===== config.mk =====
export PLATFORM = sky130hd
export DESIGN_NAME = start_byte_xor_frame_receiver
export DESIGN_NICKNAME = d
export VERILOG_FILES = /design/src/rtl/sbx_pkg.sv /design/src/rtl/sbx_ctrl.sv /design/src/rtl/sbx_dpath.sv /design/src/rtl/start_byte_xor_frame_receiver.sv
export SDC_FILE = /design/constraint.sdc
export NUM_CORES = 1
export LEC_CHECK = 0
export BUFFER_PORTS_ARGS = -buffer_cell sky130_fd_sc_hd__buf_2
export CORE_ASPECT_RATIO = 1.2
export CORE_MARGIN = 2
export CORE_UTILIZATION = 45
export CTS_CLUSTER_DIAMETER = 60
export DETAILED_ROUTE_END_ITERATION = 8
export SETUP_SLACK_MARGIN = 0.2
export SLEW_MARGIN = 15
export SYNTH_ARGS = -nofsm -noshare
export SYNTH_HDL_FRONTEND = slang
export SYNTH_SLANG_ARGS = --single-unit

===== constraint.sdc =====
create_clock -name i_clk -period 6.3 [get_ports i_clk]
set_clock_uncertainty 0.2 [all_clocks]
set_input_delay 0.315 -clock i_clk [delete_from_list [all_inputs] [get_ports i_clk]]
set_output_delay 0.315 -clock i_clk [all_outputs]
set_load 0.02 [all_outputs]

===== src/rtl/sbx_pkg.sv =====
`timescale 1ns / 1ps

package sbx_pkg;

    // framing bytes
    localparam logic [7:0] START_BYTE = 8'h73;
    localparam logic [7:0] ACK_BYTE   = 8'h61;

    // configuration port
    localparam int unsigned ADDR_W         = 3;
    localparam logic [4:0]  DATA_LEN_RESET = 5'd4;
    localparam logic        REG_DATA_LEN   = 1'b0;

    // source of a result value
    typedef enum logic [1:0] {
        SRC_DATA = 2'd0,
        SRC_ACK  = 2'd1,
        SRC_SUM  = 2'd2
    } t_src;

    // commands from the sequencer to the datapath
    typedef struct packed {
        logic wr;
        logic rd;
        logic acc;
        logic drop;
        logic clear;
        logic sum_clr;
        logic out_ld;
        t_src out_src;
        logic out_kind;
        logic out_last;
    } t_cmd;

    // status from the datapath to the sequencer
    typedef struct packed {
        logic is_start;
        logic match;
        logic out_free;
    } t_stat;

endpackage


===== src/rtl/sbx_ctrl.sv =====
`timescale 1ns / 1ps

module sbx_ctrl #(
    parameter int unsigned MAX_DATA = 16
) (
    input  logic                                  i_clk,
    input  logic                                  i_rst_n,
    input  logic [4:0]                            i_data_len,
    input  logic                                  i_cfg_wr,
    input  logic                                  i_valid,
    output logic                                  o_stall,
    input  logic [$clog2(MAX_DATA + 3)-1:0]       i_fill,
    input  sbx_pkg::t_stat                        i_stat,
    output sbx_pkg::t_cmd                         o_cmd,
    output logic [$clog2(MAX_DATA + 3)-1:0]       o_rd_off,
    output logic [3:0]                            o_out_index
);

    localparam int unsigned DEPTH = MAX_DATA + 2;
    localparam int unsigned CW    = $clog2(DEPTH + 1);
    localparam int unsigned LW    = (CW > 5) ? CW : 5;

    typedef enum logic [8:0] {
        S_IDLE     = 9'b000000001,
        S_SEEK_RD  = 9'b000000010,
        S_SEEK_CHK = 9'b000000100,
        S_SUM      = 9'b000001000,
        S_SUM_END  = 9'b000010000,
        S_EMIT_RD  = 9'b000100000,
        S_EMIT_LD  = 9'b001000000,
        S_ACK_A    = 9'b010000000,
        S_ACK_S    = 9'b100000000
    } t_state;

    t_state        r_state, n_state;
    logic [CW-1:0] r_cnt, n_cnt;
    logic [LW-1:0] w_dl_ext;
    logic [CW-1:0] w_dlen;
    logic [CW-1:0] w_frame;
    logic [CW-1:0] w_idx;
    logic [CW+3:0] w_idx_ext;

    // active data length, clamped to 1..MAX_DATA
    assign w_dl_ext = LW'(i_data_len);
    always_comb begin
        if (w_dl_ext == '0) begin
            w_dlen = CW'(1);
        end else if (w_dl_ext > LW'(MAX_DATA)) begin
            w_dlen = CW'(MAX_DATA);
        end else begin
            w_dlen = w_dl_ext[CW-1:0];
        end
    end
    assign w_frame = w_dlen + CW'(2);

    // payload index, taken modulo 16
    assign w_idx       = r_cnt - CW'(1);
    assign w_idx_ext   = {4'b0000, w_idx};
    assign o_out_index = w_idx_ext[3:0];

    assign o_stall = (r_state != S_IDLE);

    // next state and commands
    always_comb begin
        n_state  = r_state;
        n_cnt    = r_cnt;
        o_cmd    = '0;
        o_rd_off = '0;
        o_cmd.out_src = sbx_pkg::SRC_DATA;
        o_cmd.clear   = i_cfg_wr;
        case (r_state)
            S_IDLE: begin
                if (i_valid) begin
                    o_cmd.wr = 1'b1;
                    n_state  = S_SEEK_RD;
                end
            end
            S_SEEK_RD: begin
                if (i_fill == '0) begin
                    n_state = S_IDLE;
                end else begin
                    o_cmd.rd = 1'b1;
                    n_state  = S_SEEK_CHK;
                end
            end
            S_SEEK_CHK: begin
                if (!i_stat.is_start) begin
                    o_cmd.drop = 1'b1;
                    n_state    = S_SEEK_RD;
                end else if (i_fill < w_frame) begin
                    n_state = S_IDLE;
                end else begin
                    o_cmd.sum_clr = 1'b1;
                    n_cnt         = CW'(1);
                    n_state       = S_SUM;
                end
            end
            S_SUM: begin
                // one read per cycle, data bytes then the checksum byte
                o_cmd.rd  = 1'b1;
                o_cmd.acc = (r_cnt <= w_dlen);
                o_rd_off  = r_cnt;
                if (r_cnt == w_dlen + CW'(1)) begin
                    n_state = S_SUM_END;
                end else begin
                    n_cnt = r_cnt + CW'(1);
                end
            end
            S_SUM_END: begin
                if (i_stat.match) begin
                    n_cnt   = CW'(1);
                    n_state = S_EMIT_RD;
                end else begin
                    o_cmd.drop = 1'b1;
                    n_state    = S_SEEK_RD;
                end
            end
            S_EMIT_RD: begin
                o_cmd.rd = 1'b1;
                o_rd_off = r_cnt;
                n_state  = S_EMIT_LD;
            end
            S_EMIT_LD: begin
                if (i_stat.out_free) begin
                    o_cmd.out_ld = 1'b1;
                    if (r_cnt == w_dlen) begin
                        n_state = S_ACK_A;
                    end else begin
                        n_cnt   = r_cnt + CW'(1);
                        n_state = S_EMIT_RD;
                    end
                end
            end
            S_ACK_A: begin
                if (i_stat.out_free) begin
                    o_cmd.out_ld   = 1'b1;
                    o_cmd.out_src  = sbx_pkg::SRC_ACK;
                    o_cmd.out_kind = 1'b1;
                    n_state        = S_ACK_S;
                end
            end
            S_ACK_S: begin
                if (i_stat.out_free) begin
                    o_cmd.out_ld   = 1'b1;
                    o_cmd.out_src  = sbx_pkg::SRC_SUM;
                    o_cmd.out_kind = 1'b1;
                    o_cmd.out_last = 1'b1;
                    o_cmd.clear    = 1'b1;
                    n_state        = S_IDLE;
                end
            end
            default: begin
                n_state = S_IDLE;
            end
        endcase
    end

    // state registers
    always_ff @(posedge i_clk) begin
        if (!i_rst_n) begin
            r_state <= S_IDLE;
            r_cnt   <= '0;
        end else begin
            r_state <= n_state;
            r_cnt   <= n_cnt;
        end
    end

endmodule


===== src/rtl/sbx_dpath.sv =====
`timescale 1ns / 1ps

module sbx_dpath #(
    parameter int unsigned MAX_DATA = 16
) (
    input  logic                                  i_clk,
    input  logic                                  i_rst_n,
    input  sbx_pkg::t_cmd                         i_cmd,
    input  logic [7:0]                            i_rx_byte,
    input  logic [$clog2(MAX_DATA + 3)-1:0]       i_rd_off,
    input  logic [3:0]                            i_out_index,
    input  logic                                  i_stall,
    output logic [$clog2(MAX_DATA + 3)-1:0]       o_fill,
    output sbx_pkg::t_stat                        o_stat,
    output logic                                  o_valid,
    output logic                                  o_kind,
    output logic [7:0]                            o_value,
    output logic [3:0]                            o_index,
    output logic                                  o_last
);

    localparam int unsigned DEPTH = MAX_DATA + 2;
    localparam int unsigned AW    = $clog2(DEPTH);
    localparam int unsigned CW    = $clog2(DEPTH + 1);

    logic [7:0]    r_mem [DEPTH];
    logic [7:0]    r_rdata;
    logic          r_rd_acc;
    logic [7:0]    r_sum;
    logic [AW-1:0] r_head;
    logic [CW-1:0] r_fill;
    logic          r_out_vld;
    logic          r_kind;
    logic [7:0]    r_value;
    logic [3:0]    r_index;
    logic          r_last;
    logic [AW-1:0] w_wr_slot;
    logic [AW-1:0] w_rd_slot;
    logic [AW-1:0] w_next_head;
    logic          w_out_free;
    logic [7:0]    w_out_val;

    // window offset to store slot, wraps once at most
    function automatic logic [AW-1:0] f_slot(input logic [AW-1:0] head,
                                             input logic [CW-1:0] off);
        logic [CW:0] pos;
        pos = {1'b0, off} + (CW + 1)'(head);
        if (pos >= (CW + 1)'(DEPTH)) begin
            pos = pos - (CW + 1)'(DEPTH);
        end
        return pos[AW-1:0];
    endfunction

    assign w_wr_slot   = f_slot(r_head, r_fill);
    assign w_rd_slot   = f_slot(r_head, i_rd_off);
    assign w_next_head = f_slot(r_head, CW'(1));

    // byte store
    always_ff @(posedge i_clk) begin
        if (i_cmd.wr) begin
            r_mem[w_wr_slot] <= i_rx_byte;
        end
        if (i_cmd.rd) begin
            r_rdata <= r_mem[w_rd_slot];
        end
    end

    // window head and fill count
    always_ff @(posedge i_clk) begin
        if (!i_rst_n) begin
            r_head <= '0;
            r_fill <= '0;
        end else if (i_cmd.clear) begin
            r_head <= '0;
            r_fill <= '0;
        end else if (i_cmd.wr) begin
            r_fill <= r_fill + CW'(1);
        end else if (i_cmd.drop && (r_fill != '0)) begin
            r_head <= w_next_head;
            r_fill <= r_fill - CW'(1);
        end
    end

    // checksum accumulator, one read behind the address
    always_ff @(posedge i_clk) begin
        if (!i_rst_n) begin
            r_rd_acc <= 1'b0;
        end else begin
            r_rd_acc <= i_cmd.rd && i_cmd.acc;
        end
    end

    always_ff @(posedge i_clk) begin
        if (i_cmd.sum_clr) begin
            r_sum <= '0;
        end else if (r_rd_acc) begin
            r_sum <= r_sum ^ r_rdata;
        end
    end

    // result value select
    always_comb begin
        case (i_cmd.out_src)
            sbx_pkg::SRC_DATA: w_out_val = r_rdata;
            sbx_pkg::SRC_ACK:  w_out_val = sbx_pkg::ACK_BYTE;
            sbx_pkg::SRC_SUM:  w_out_val = r_sum;
            default:           w_out_val = r_rdata;
        endcase
    end

    // output register
    assign w_out_free = !r_out_vld || !i_stall;

    always_ff @(posedge i_clk) begin
        if (!i_rst_n) begin
            r_out_vld <= 1'b0;
        end else if (i_cmd.out_ld) begin
            r_out_vld <= 1'b1;
        end else if (!i_stall) begin
            r_out_vld <= 1'b0;
        end
    end

    always_ff @(posedge i_clk) begin
        if (i_cmd.out_ld) begin
            r_kind  <= i_cmd.out_kind;
            r_value <= w_out_val;
            r_index <= i_cmd.out_kind ? 4'd0 : i_out_index;
            r_last  <= i_cmd.out_last;
        end
    end

    assign o_stat.is_start = (r_rdata == sbx_pkg::START_BYTE);
    assign o_stat.match    = (r_rdata == r_sum);
    assign o_stat.out_free = w_out_free;
    assign o_fill          = r_fill;
    assign o_valid         = r_out_vld;
    assign o_kind          = r_kind;
    assign o_value         = r_value;
    assign o_index         = r_index;
    assign o_last          = r_last;

endmodule


===== src/rtl/start_byte_xor_frame_receiver.sv =====
`timescale 1ns / 1ps

// Start-byte framed receiver with XOR checksum.
// Input channel: one received byte per beat on i_rx_byte, i_valid / o_stall.
// Output channel: result beats on o_kind, o_value, o_index, o_last with
// o_valid / i_stall. A good frame yields data_len payload beats (kind 0,
// index 0..), then two acknowledge beats ('a', then the checksum, o_last).
// Config: APB-style port, data_len at address 0; a write empties the window.
// Sequence: a byte is stored, then the head of the window is checked and
// dropped, one byte at a time, while hunting for the start byte. A full
// window gets a checksum pass over the store read port, then each payload
// beat is read and loaded in turn, then the two acknowledge beats follow.
// All reads go through the single store read port; o_stall is high from
// the cycle after a byte beat until done.
// Reset empties the window and sets data_len to 4.
// While i_stall holds a result, the sequencer waits; the output register
// lets the next byte be taken while the last result still waits.
module start_byte_xor_frame_receiver #(
    parameter int unsigned MAX_DATA = 16
) (
    input  logic                          i_clk,
    input  logic                          i_rst_n,
    input  logic                          i_valid,
    output logic                          o_stall,
    input  logic [7:0]                    i_rx_byte,
    output logic                          o_valid,
    input  logic                          i_stall,
    output logic                          o_kind,
    output logic [7:0]                    o_value,
    output logic [3:0]                    o_index,
    output logic                          o_last,
    input  logic                          psel,
    input  logic                          penable,
    input  logic                          pwrite,
    input  logic [sbx_pkg::ADDR_W-1:0]    paddr,
    input  logic [31:0]                   pwdata,
    output logic [31:0]                   prdata,
    output logic                          pready
);

    localparam int unsigned DEPTH = MAX_DATA + 2;
    localparam int unsigned CW    = $clog2(DEPTH + 1);

    logic [4:0]     r_data_len;
    logic           w_cfg_wr;
    logic           w_in_acc;
    logic [CW-1:0]  w_fill;
    logic [CW-1:0]  w_rd_off;
    logic [3:0]     w_out_index;
    sbx_pkg::t_cmd  w_cmd;
    sbx_pkg::t_stat w_stat;

    // configuration register
    assign pready   = 1'b1;
    assign w_cfg_wr = psel && penable && pwrite && pready
                      && (paddr[2] == sbx_pkg::REG_DATA_LEN);
    assign prdata   = (paddr[2] == sbx_pkg::REG_DATA_LEN) ? {27'd0, r_data_len} : 32'd0;

    always_ff @(posedge i_clk) begin
        if (!i_rst_n) begin
            r_data_len <= sbx_pkg::DATA_LEN_RESET;
        end else if (w_cfg_wr) begin
            r_data_len <= pwdata[4:0];
        end
    end

    assign w_in_acc = i_valid && !o_stall;

    sbx_ctrl #(
        .MAX_DATA (MAX_DATA)
    ) u_ctrl (
        .i_clk       (i_clk),
        .i_rst_n     (i_rst_n),
        .i_data_len  (r_data_len),
        .i_cfg_wr    (w_cfg_wr),
        .i_valid     (i_valid),
        .o_stall     (o_stall),
        .i_fill      (w_fill),
        .i_stat      (w_stat),
        .o_cmd       (w_cmd),
        .o_rd_off    (w_rd_off),
        .o_out_index (w_out_index)
    );

    sbx_dpath #(
        .MAX_DATA (MAX_DATA)
    ) u_dpath (
        .i_clk       (i_clk),
        .i_rst_n     (i_rst_n),
        .i_cmd       (w_cmd),
        .i_rx_byte   (i_rx_byte),
        .i_rd_off    (w_rd_off),
        .i_out_index (w_out_index),
        .i_stall     (i_stall),
        .o_fill      (w_fill),
        .o_stat      (w_stat),
        .o_valid     (o_valid),
        .o_kind      (o_kind),
        .o_value     (o_value),
        .o_index     (o_index),
        .o_last      (o_last)
    );

    // a byte beat always starts a scan of the window
    a_scan_after_byte: assert property (@(posedge i_clk) disable iff (!i_rst_n)
        w_in_acc |=> o_stall)
        else $error("no scan after byte beat");

    // the window never holds more bytes than the store
    a_fill_bound: assert property (@(posedge i_clk) disable iff (!i_rst_n)
        w_fill <= CW'(DEPTH))
        else $error("window overfilled");

    // the final beat of a frame is an acknowledge beat
    a_last_is_ack: assert property (@(posedge i_clk) disable iff (!i_rst_n)
        (o_valid && o_last) |-> (o_kind && (o_index == 4'd0)))
        else $error("last beat is not an acknowledge");

    // a result is loaded only while the sequencer is busy
    a_load_busy: assert property (@(posedge i_clk) disable iff (!i_rst_n)
        w_cmd.out_ld |-> o_stall)
        else $error("result loaded while idle");

endmodule

# Word level (Yosys, flattened, before mapping)
# Memory sizes are Yosys's and may differ from the RTL's. A register that Yosys moved wholly into a read port is not among the register bits.
# Index checks and enable logic that the tools add are counted.
classes:
  n_addsub: 12
  order_cmp: 6
  n_eq_ne: 27
  muxes: 50
  bitwise: 4
  n_reduce_logical: 18
op_table:
  columns: ["op", "count"]
  rows:
  - ["9-bit one-hot mux with 9 select lines", 1]
  - ["5-bit 2-to-1 mux", 16]
  - ["9-bit 2-to-1 mux", 5]
  - ["5-bit one-hot mux with 4 select lines", 1]
  - ["6-bit by 5-bit greater-or-equal comparator with 1-bit output (second input constant)", 3]
  - ["1-bit 2-to-1 mux", 16]
  - ["8-bit one-hot mux with 2 select lines", 1]
  - ["5-bit by 1-bit adder with 5-bit output (second input constant)", 3]
  - ["5-bit subtractor (second input constant)", 3]
  - ["2-bit by 1-bit inequality test with 1-bit output (second input constant)", 7]
  - ["5-bit by 5-bit adder with 6-bit output", 2]
  - ["4-bit 2-to-1 mux", 3]
  - ["5-bit equality test", 2]
  - ["5-bit zero test", 2]
  - ["9-bit by 1-bit equality test with 1-bit output (second input constant)", 1]
  - ["9-bit by 2-bit equality test with 1-bit output (second input constant)", 1]
  - ["9-bit by 3-bit equality test with 1-bit output (second input constant)", 1]
  - ["9-bit by 4-bit equality test with 1-bit output (second input constant)", 1]
  - ["9-bit by 5-bit equality test with 1-bit output (second input constant)", 1]
  - ["9-bit by 6-bit equality test with 1-bit output (second input constant)", 1]
  - ["9-bit by 7-bit equality test with 1-bit output (second input constant)", 1]
  - ["9-bit by 8-bit equality test with 1-bit output (second input constant)", 1]
  - ["9-bit equality test (second input constant)", 1]
  - ["9-bit by 1-bit inequality test with 1-bit output (second input constant)", 1]
  - ["30 further kinds", 42]
totals:
  register_bits: 53
  ram_bits: 144
  out_inout_bits: 49
  word_cells: 130
  n_memories: 1
mem_list:
  columns: ["name", "depth", "width", "rd", "rd_ports_with_merged_regs", "wr", "line", "source"]
  rows:
  - ["u_dpath.r_mem", 18, 8, 1, 1, 1, "sbx_dpath.sv:26", "logic [7:0] r_mem [DEPTH];"]

# Logic depth before layout (Yosys ltp)
# Gate-level depths: netlist of the first run.
depth:
  depth_word: 8
  mapped_depth: 18
  ltp_nobuf: 17

# Modules after synthesis
# Synthesis of the first run repeated with hierarchy kept, for this count alone.
hier_totals:
  hier_cells: 830
  hier_area_um2: 10486.3
by_module_without_submodules:
  columns: ["mod", "instances", "cells_per_inst", "area_per_inst_um2", "seq_area_each_um2"]
  rows:
  - ["sbx_dpath", 1, 570, 8494.4, 5385.2]
  - ["sbx_ctrl", 1, 202, 1512.7, 280.3]
  - ["start_byte_xor_frame_receiver", 1, 58, 479.2, 100.1]

# Least setup slack after synthesis of the first run
# No wires, ideal clock.
synth_timing:
  path_kind: "flip-flop to flip-flop"
  start: "register u_ctrl.r_state[7]"
  end: "register u_dpath.r_rdata[6], read port of u_dpath.r_mem, data pin"
  t_arrival_ps: 4134
  t_required_ps: 5931
  slack_ps: 1797
  path_stages_with_launch: 19
  path_cell_list: "dfxtp_1 clkbuf_1 nor3_1 and4_1 a31oi_1 nor2_1 ha_1 fa_1 clkbuf_1 inv_1 ha_1 nand2b_1 a22oi_1 a211oi_1 and2_1 mux2i_1 o32ai_1 o22a_1 o31ai_1"
synth_between:
  elab_chain_len: 6
  word_cells_on_any_way: 10
synth_lines:
  columns: ["item", "line", "source"]
  rows:
  - ["start: declaration", "sbx_ctrl.sv:35", "t_state r_state, n_state;"]
  - ["start signal: assignment", "sbx_ctrl.sv:164", "r_state <= n_state;"]
  - ["9-bit by 4-bit equality test with 1-bit output or 9-bit by 6-bit equality test with 1-bit output (tied branches)", "sbx_ctrl.sv:71", "case (r_state)"]
  - ["2-bit OR reduction (no line)", null, null]
  - ["5-bit 2-to-1 mux", "sbx_ctrl.sv:71", null]
  - ["5-bit by 5-bit adder with 6-bit output", "sbx_dpath.sv:47", "pos = {1'b0, off} + (CW + 1)'(head);"]
  - ["5-bit subtractor or 6-bit by 5-bit greater-or-equal comparator with 1-bit output (tied branches)", "sbx_dpath.sv:49, sbx_dpath.sv:48", null]
  - ["5-bit 2-to-1 mux", "sbx_dpath.sv:48", "if (pos >= (CW + 1)'(DEPTH)) begin"]
  - ["end: declaration", "sbx_dpath.sv:27", "logic [7:0] r_rdata;"]
# Parallel ways exist; a longest one is shown, timed or not.
# A chain may end at the register's enable or synchronous reset.

# Worst setup path in the final report of the first run
layout_timing:
  start: "register u_ctrl.r_state[7]"
  end: "register u_dpath.r_rdata[4], read port of u_dpath.r_mem, data pin"
# Same word-level chain as after synthesis.

==> reports/qor.yml, run 1 <==
run_status:
  status: "completed"
worst_setup_path:
  critPathMaxStageDelay_ps: 740
  arrival_ps: 5520
  crit_path_top_delay_cell: "a31oi_1"
  worstPathCellList: "nor3_1, and4_1, a31oi_1, nor2_1, ha_2, fa_1, xor2_1, inv_1, ha_1, and4_1, a211o_1, nand2_1, nor2_1, a31oi_1, o22ai_1, o31ai_1"
  cp-end-kind: "flip-flop"
  path_class: "flip-flop to flip-flop"
  r2r_setup_slack_ps: 910
  r2r_end: "u_dpath.r_rdata[4]$_DFFE_PP_"
  critPathMaxFanout: 10
  critPathLaunchType: "flip-flop"
  r2r-start: "u_ctrl.r_state[7]$_SDFFE_PN0P_"
  reg2reg_depth: 16
  crit_required_ps: 6430
run:
  drv_cap: 0
drt:
  via_per_inst: 5.48
  first_pass_iters: 5
  vias: 6370
  drcViolationCount: 0
  ant_nets: 0
  drt_iter0_drc: 394
  routed_wl_um: 21100
  wl_per_cell_um: 18.2
global_route:
  grt_pass1_vias: 6213
  grt_antenna_before_repair: 0
  grtUsageTotal_pct: 18.1
  grt_pass1_wl_um: 33600
  grt_max_degree: 25
  grt_overflow: 0
finish:
  syn_to_final_growth_pct: 12.1
  diodes: 0
  design_area_um2: 11300
  final_net_count: 952
  drive_above_1_share_pct: 15.3
floorplan:
  io_pins: 99
  die_h_um: 168
  dieArea_um2: 23700
  rows: 60
  die_w_um: 141
  core_area_um2: 22200
  initial_core_util_pct: 45.5
logic_synthesis:
  syn_area_um2: 10100
  ys.flop_type: "edfxtp_1"
  ys_seq_elements: 205
  async_flop_share_pct: 0
  synth_cell_types: 70
  syn_inst: 806
  seq_area_frac_synth_pct: 57.1
  yosys_warnings: 0
  syn_area_per_cell_um2: 12.5
  synth-edff-count: 166
sta:
  setup_viol: 0
  rsz0062_at_grt: "no"
  period_needed_ps: 5390
  tns_ps: 0
  report.final.hold_viol_count: 0
  worstMarginPinSlew_ps: 987
  max_slew_margin_pct: 33.9
  post-route-period-util_pct: 85.5
  final_max_slew_viol_count: 0
  max_freq_mhz: 186
min_path:
  hold_path.startpoint: "i_rx_byte[5]"
  holdCritPathClass: "input port to flip-flop"
  worst_hold_path.endpoint: "u_dpath.r_mem[3][5]$_DFFE_PP_"
  worstHoldPathCells: 1
clock_network:
  numCtsBuffers: 23
  cts_tree: "done"
  cts_buffer_depth: 3
  clk_pin_slew_worst_paths_ps: 60
  cts_root_buffer: "clkbuf_16"
  clkSinkCount: 205
  post-cts-setup-buffer-count: 0
  cts_max_level: 1
  clk_latency_ps: 520
  cts.repair.resized: 0
placed_design:
  post_dp_cell_area_um2: 10500
  port_buffers: 41
  hpwlAfterDp_um: 14900
  routabilityCongestion: 0.827
pwr:
  powerDensity_nw_per_um2: 302
  power_mw: 3.42
  p_leak_nw: 4.08
  peakVddDrop_mv: 0.269
-- cell families after synthesis --
group	count (synthesis)	synth area share [%]
flip-flops	205	57.1
AO/OA/AOI/OAI	158	10.8
adder cells (fa/ha/maj)	36	4.68
XOR/XNOR	42	3.64
AND/OR/NAND/NOR	233	11.3
buffers and inverters	78	3.98
other	2	0.0744
multiplexers	52	8.50
-- sequential cells by signal (all words and copies together), names as in the netlist, 8 cells and up --
name and cells:
u_dpath.r_rdata 8, u_ctrl.r_state 9, u_dpath.r_mem 144, u_dpath.o_value 8, u_dpath.r_sum 8
-- where the power goes --
part	internal (mW)	leakage (nW)	total (mW)	switching, mW
registers	1.56	1.80	1.62	0.0566
clock network	0.736	0.354	1.27	0.531
logic	0.215	1.93	0.535	0.320
-- through the flow --
stage	utilization [%]	hold WS (ps)	std cells	worst slack (ps)
floorplan	-	214	832	1800
global placement	47.4	331	1112	999
detailed placement	47.4	331	1112	898
CTS	51.0	2.75	1162	914
global route	51.0	15.7	1162	455
finish	51.0	13.5	1162	912
-- cells in the final DEF, fill, tap and decap left out, types with 13 or more instances in the layout --
cell	Yosys	layout
a21o_1	14	14
o21ai_0	19	19
conb_1	2	28
a21oi_1	34	34
ha_1	33	32
xnor2_1	24	24
xor2_1	18	18
mux2i_1	16	16
clkbuf_16	0	23
mux4_2	26	26
nor3_1	16	16
nand2_1	56	56
inv_1	29	29
nor2b_1	14	14
edfxtp_1	166	166
nand3_1	13	13
dfxtp_1	39	39
buf_2	3	41
nor2_1	78	78
o22ai_1	14	14
-- worst max path at each step --
stage / start / end / slack (ps)
floorplan: u_ctrl.r_state[7]$_SDFFE_PN0P_ / u_dpath.r_rdata[6]$_DFFE_PP_ / 1800
global placement: u_ctrl.r_state[7]$_SDFFE_PN0P_ / u_dpath.r_rdata[4]$_DFFE_PP_ / 1000
detailed placement: u_ctrl.r_state[7]$_SDFFE_PN0P_ / u_dpath.r_rdata[5]$_DFFE_PP_ / 900
CTS: u_ctrl.r_state[7]$_SDFFE_PN0P_ / u_dpath.r_rdata[5]$_DFFE_PP_ / 910
global route: u_ctrl.r_state[7]$_SDFFE_PN0P_ / u_dpath.r_rdata[5]$_DFFE_PP_ / 450
finish: u_ctrl.r_state[7]$_SDFFE_PN0P_ / u_dpath.r_rdata[4]$_DFFE_PP_ / 910
-- area by class of cell --
cell class / count / area (µm²)
Clock buffer: 31 / 616
Clock inverter: 11 / 101
Fill cell: 1951 / 10900
Inverter: 29 / 109
Multi-Input combinational cell: 549 / 4030
Sequential cell: 205 / 5770
Tap cell: 279 / 349
Timing Repair Buffer: 58 / 353
-- cell usage after synthesis (13+ instances only) --
master,count,area (µm²)
edfxtp_1,166,4980
o22ai_1,14,87.6
nand3_1,13,65.1
nand2_1,56,210
ha_1,33,413
nor3_1,16,80.1
xor2_1,18,158
dfxtp_1,39,781
mux2i_1,16,160
mux4_2,26,586
inv_1,29,109
nor2b_1,14,87.6
xnor2_1,24,210
nor2_1,78,293
a21o_1,14,105
buf_4,28,210
o21ai_0,19,95.1
clkbuf_1,16,60.1
a21oi_1,34,170
-- worst max-delay path, delay by kind of cell, from the launching register on --
| family | cells | cell delay (ps) |
|---|---|---|
| AOI/OAI and AO/OA | 5 | 2120 |
| adders and majority gates | 3 | 930 |
| DFF | 1 | 510 |
| xor gates and xnor gates | 1 | 430 |
| buffers and inverters | 1 | 150 |
| and+or+nand+nor | 6 | 860 |
-- layer usage --
| layer | global-route usage (%) | part of all wire (%) |
|---|---|---|
| met5 | 0 | 0 |
| met4 | 6.78 | 3.4 |
| met3 | 2.62 | 4.4 |
| met2 | 32.0 | 50 |
| met1 | 22.6 | 42 |
-- what timing repair did --
item | 4_1_cts | 5_1_grt
endpoints found under the hold margin | 28 | 0
endpoints found under the setup margin | 0 | 0
hold buffers | 8 | 0
No activity file was read; power rests on OpenSTA's default activity.
==> inputs of run 2 (changes only) <==
--- a/config.mk
+++ b/config.mk
@@ -8,7 +8,7 @@
 export BUFFER_PORTS_ARGS = -buffer_cell sky130_fd_sc_hd__buf_2
 export CORE_ASPECT_RATIO = 1.2
 export CORE_MARGIN = 2
-export CORE_UTILIZATION = 45
+export CORE_UTILIZATION = 35
 export CTS_CLUSTER_DIAMETER = 60
 export DETAILED_ROUTE_END_ITERATION = 8
 export SETUP_SLACK_MARGIN = 0.2
==> run 2 against run 1 <==
Die area up 28%. Setup slack better by 170 ps. Non-clock buffer count down 1. Global-route usage down 4.0 points. Sequential power about the same. Fmax up 3.2%. Clock power up 4%. Largest cell class unchanged. Flip-flop and latch count unchanged.
==> reports/qor.yml, run 2 (synthesized netlist as in run 1, its figures left out) <==
run_status:
  status: "completed"  # unchanged
clock_network:
  cts_root_buffer: "clkbuf_16"  # unchanged
  cts_max_level: 1  # unchanged
  cts_buffer_depth: 3  # unchanged
  clk_pin_slew_worst_paths_ps: 60  # about the same
  post-cts-setup-buffer-count: 0  # unchanged
  cts_tree: "done"  # unchanged
  numCtsBuffers: 23  # unchanged
  clkSinkCount: 205  # unchanged
  clk_latency_ps: 530  # was 520 ps
sta:
  max_freq_mhz: 191  # was 186 MHz
  worstMarginPinSlew_ps: 1050  # was 987 ps
  tns_ps: 0  # unchanged
  report.final.hold_viol_count: 0  # unchanged
  max_slew_margin_pct: 29.2  # was 33.9%
  period_needed_ps: 5220  # was 5390 ps
  setup_viol: 0  # unchanged
  final_max_slew_viol_count: 0  # unchanged
  hold_ws_ps: 17.7  # was 13.5 ps
  rsz0062_at_grt: "no"  # unchanged
  post-route-period-util_pct: 82.9  # was 85.5%
run:
  drv_cap: 0  # unchanged
finish:
  top_regs: "u_dpath.r_mem x144, u_ctrl.r_state x9"  # unchanged
  design_area_um2: 11500  # was 11300 µm²
  fin_util_pct: 40.2  # was 51.0%
  diodes: 0  # unchanged
  fin_cells: 1267  # was 1162
  fillers: 2658  # was 1951
  max_flop_register: "u_dpath.r_mem"  # unchanged
  layout_commonest_cell: "edfxtp_1"  # unchanged
  syn_to_final_growth_pct: 13.9  # was 12.1%
  final-seq-area_um2: 5770  # unchanged
  largest_register_ffs: 144  # unchanged
  final_cell_mix: "edfxtp_1 (166), nor2_1 (78), nand2_1 (56), buf_2 (41), dfxtp_1 (39)"  # unchanged
  drive_above_1_share_pct: 15.4  # was 15.3%
  final_net_count: 951  # was 952
  multi_input_area_um2: 4030  # unchanged
pwr:
  powerDensity_nw_per_um2: 303  # was 302 nW/µm²
  p_clk_share_pct: 37.8  # was 37.0%
  switchingPower_uw: 940  # was 908 µW
  switching_share_pct: 27.0  # was 26.5%
  pwr-share-comb_pct: 15.6  # about the same
  peakVddDrop_mv: 0.193  # was 0.269 mV
  p_leak_nw: 4.10  # was 4.08 nW
  pwr-share-seq_pct: 46.5  # was 47.4%
  power.internal_mw: 2.54  # was 2.51 mW
placed_design:
  dpl.cell_count: 1214  # was 1112
  post_dp_cell_area_um2: 10600  # was 10500 µm²
  hpwlAfterDp_um: 14900  # about the same
  port_buffers: 41  # unchanged
  routabilityCongestion: 0.821  # was 0.827
floorplan:
  die_w_um: 159  # was 141 µm
  core_area_um2: 28600  # was 22200 µm²
  dieArea_um2: 30200  # was 23700 µm²
  io_pins: 99  # unchanged
  initial_core_util_pct: 35.3  # was 45.5%
  rows: 68  # was 60
  die_h_um: 190  # was 168 µm
drt:
  first_pass_iters: 5  # unchanged
  drt_iter0_drc: 460  # was 394
  vias: 6443  # was 6370
  wl_per_cell_um: 16.9  # was 18.2 µm
  ant_nets: 0  # unchanged
  routed_wl_um: 21400  # was 21100 µm
  drcViolationCount: 0  # unchanged
  via_per_inst: 5.09  # was 5.48
global_route:
  grt_antenna_before_repair: 0  # unchanged
  grt_pass1_vias: 6299  # was 6213
  grt_max_degree: 38  # was 25
  grt_pass1_wl_um: 34300  # was 33600 µm
  grt_overflow: 0  # unchanged
  grtUsageTotal_pct: 14.1  # was 18.1%
worst_setup_path:
  path_class: "flip-flop to flip-flop"  # unchanged
  critPathLaunchType: "flip-flop"  # unchanged
  critPathMaxFanout: 10  # unchanged
  arrival_ps: 5320  # was 5520 ps
  cp-end-kind: "flip-flop"  # unchanged
  crit_required_ps: 6400  # was 6430 ps
min_path:
  holdCritPathClass: "input port to flip-flop"  # unchanged
==> run 2: cell count changes in the layout (fill, tap and decap cells not counted), sizes merged <==
cell and change:
clkbuf -6, clkinv +5, buf -4, dlygate4sd3 +3, bufinv +1
==> run 2: worst max-delay path, cell delays in order, from the launching register on <==
cell and delay (ps):
dfxtp_1 530, nor3_1 160, and4_1 260, a31oi_1 520, nor2_1 120, ha_2 230
fa_1 440, xor2_1 420, inv_1 140, ha_1 240, and4_1 190, a211oi_1 300
nor3_1 80, a31oi_1 620, a211oi_1 100, o41ai_1 430
==> run 2: repair_timing <==
action / in CTS / in global routing
hold endpoints to repair: 37 / 0
hold buffers: 11 / 0
resized for setup: 0 / 0
==> run 2: final timing paths <==
check	from	endpoint	slack, ps	depth (start not counted)
worst max-delay path	u_ctrl.r_state[7]$_SDFFE_PN0P_	u_dpath.r_rdata[7]$_DFFE_PP_	1080	15
worst min-delay path	i_rx_byte[0]	u_dpath.r_mem[7][0]$_DFFE_PP_	20	1
worst max register to register	u_ctrl.r_state[7]$_SDFFE_PN0P_	u_dpath.r_rdata[7]$_DFFE_PP_	1080	15
worst min register to register	u_dpath.r_sum[1]$_SDFFE_PP0P_	u_dpath.r_sum[1]$_SDFFE_PP0P_	360	2
==> run 2: layout make-up <==
| type | instances | area share [%] |
|---|---|---|
| clock inverter | 17 | 1.43 |
| inverter | 29 | 0.946 |
| tap | 385 | 4.19 |
| clock buffer | 25 | 5.07 |
| timing repair buffer | 57 | 3.18 |
| sequential | 205 | 50.1 |
| multi-input combinational | 549 | 35.1 |
==> run 2: routing by layer <==
metal	share of wire (%)	wire length (µm)	global-route usage, %	up-vias
met5	0	0	0	-
met4	2.4	507	4.02	0
met3	6.2	1330	2.42	33
met2	49	10400	24.8	198
met1	43	9090	18.0	3099
li1	-	-	-	3113
==> run 2: per-stage QoR <==
stage | setup WS (ps) | total power [mW]
5_1_grt | 489 | 3.65
4_1_cts | 1070 | 3.52
3_5_place_dp | 1090 | 2.19
3_3_place_gp | 1130 | 2.18
2_1_floorplan | 1800 | 2.05
6_report | 1080 | 3.48
==> run 2: power by group through the flow <==
| stage | clock network [mW] | logic, mW | registers, mW |
|---|---|---|---|
| 2_1_floorplan | 0 | 0.417 | 1.63 |
| 6_report | 1.32 | 0.544 | 1.62 |
| 4_1_cts | 1.35 | 0.546 | 1.62 |
| 5_1_grt | 1.41 | 0.605 | 1.63 |
| 3_3_place_gp | 0 | 0.530 | 1.65 |
| 3_5_place_dp | 0 | 0.540 | 1.65 |
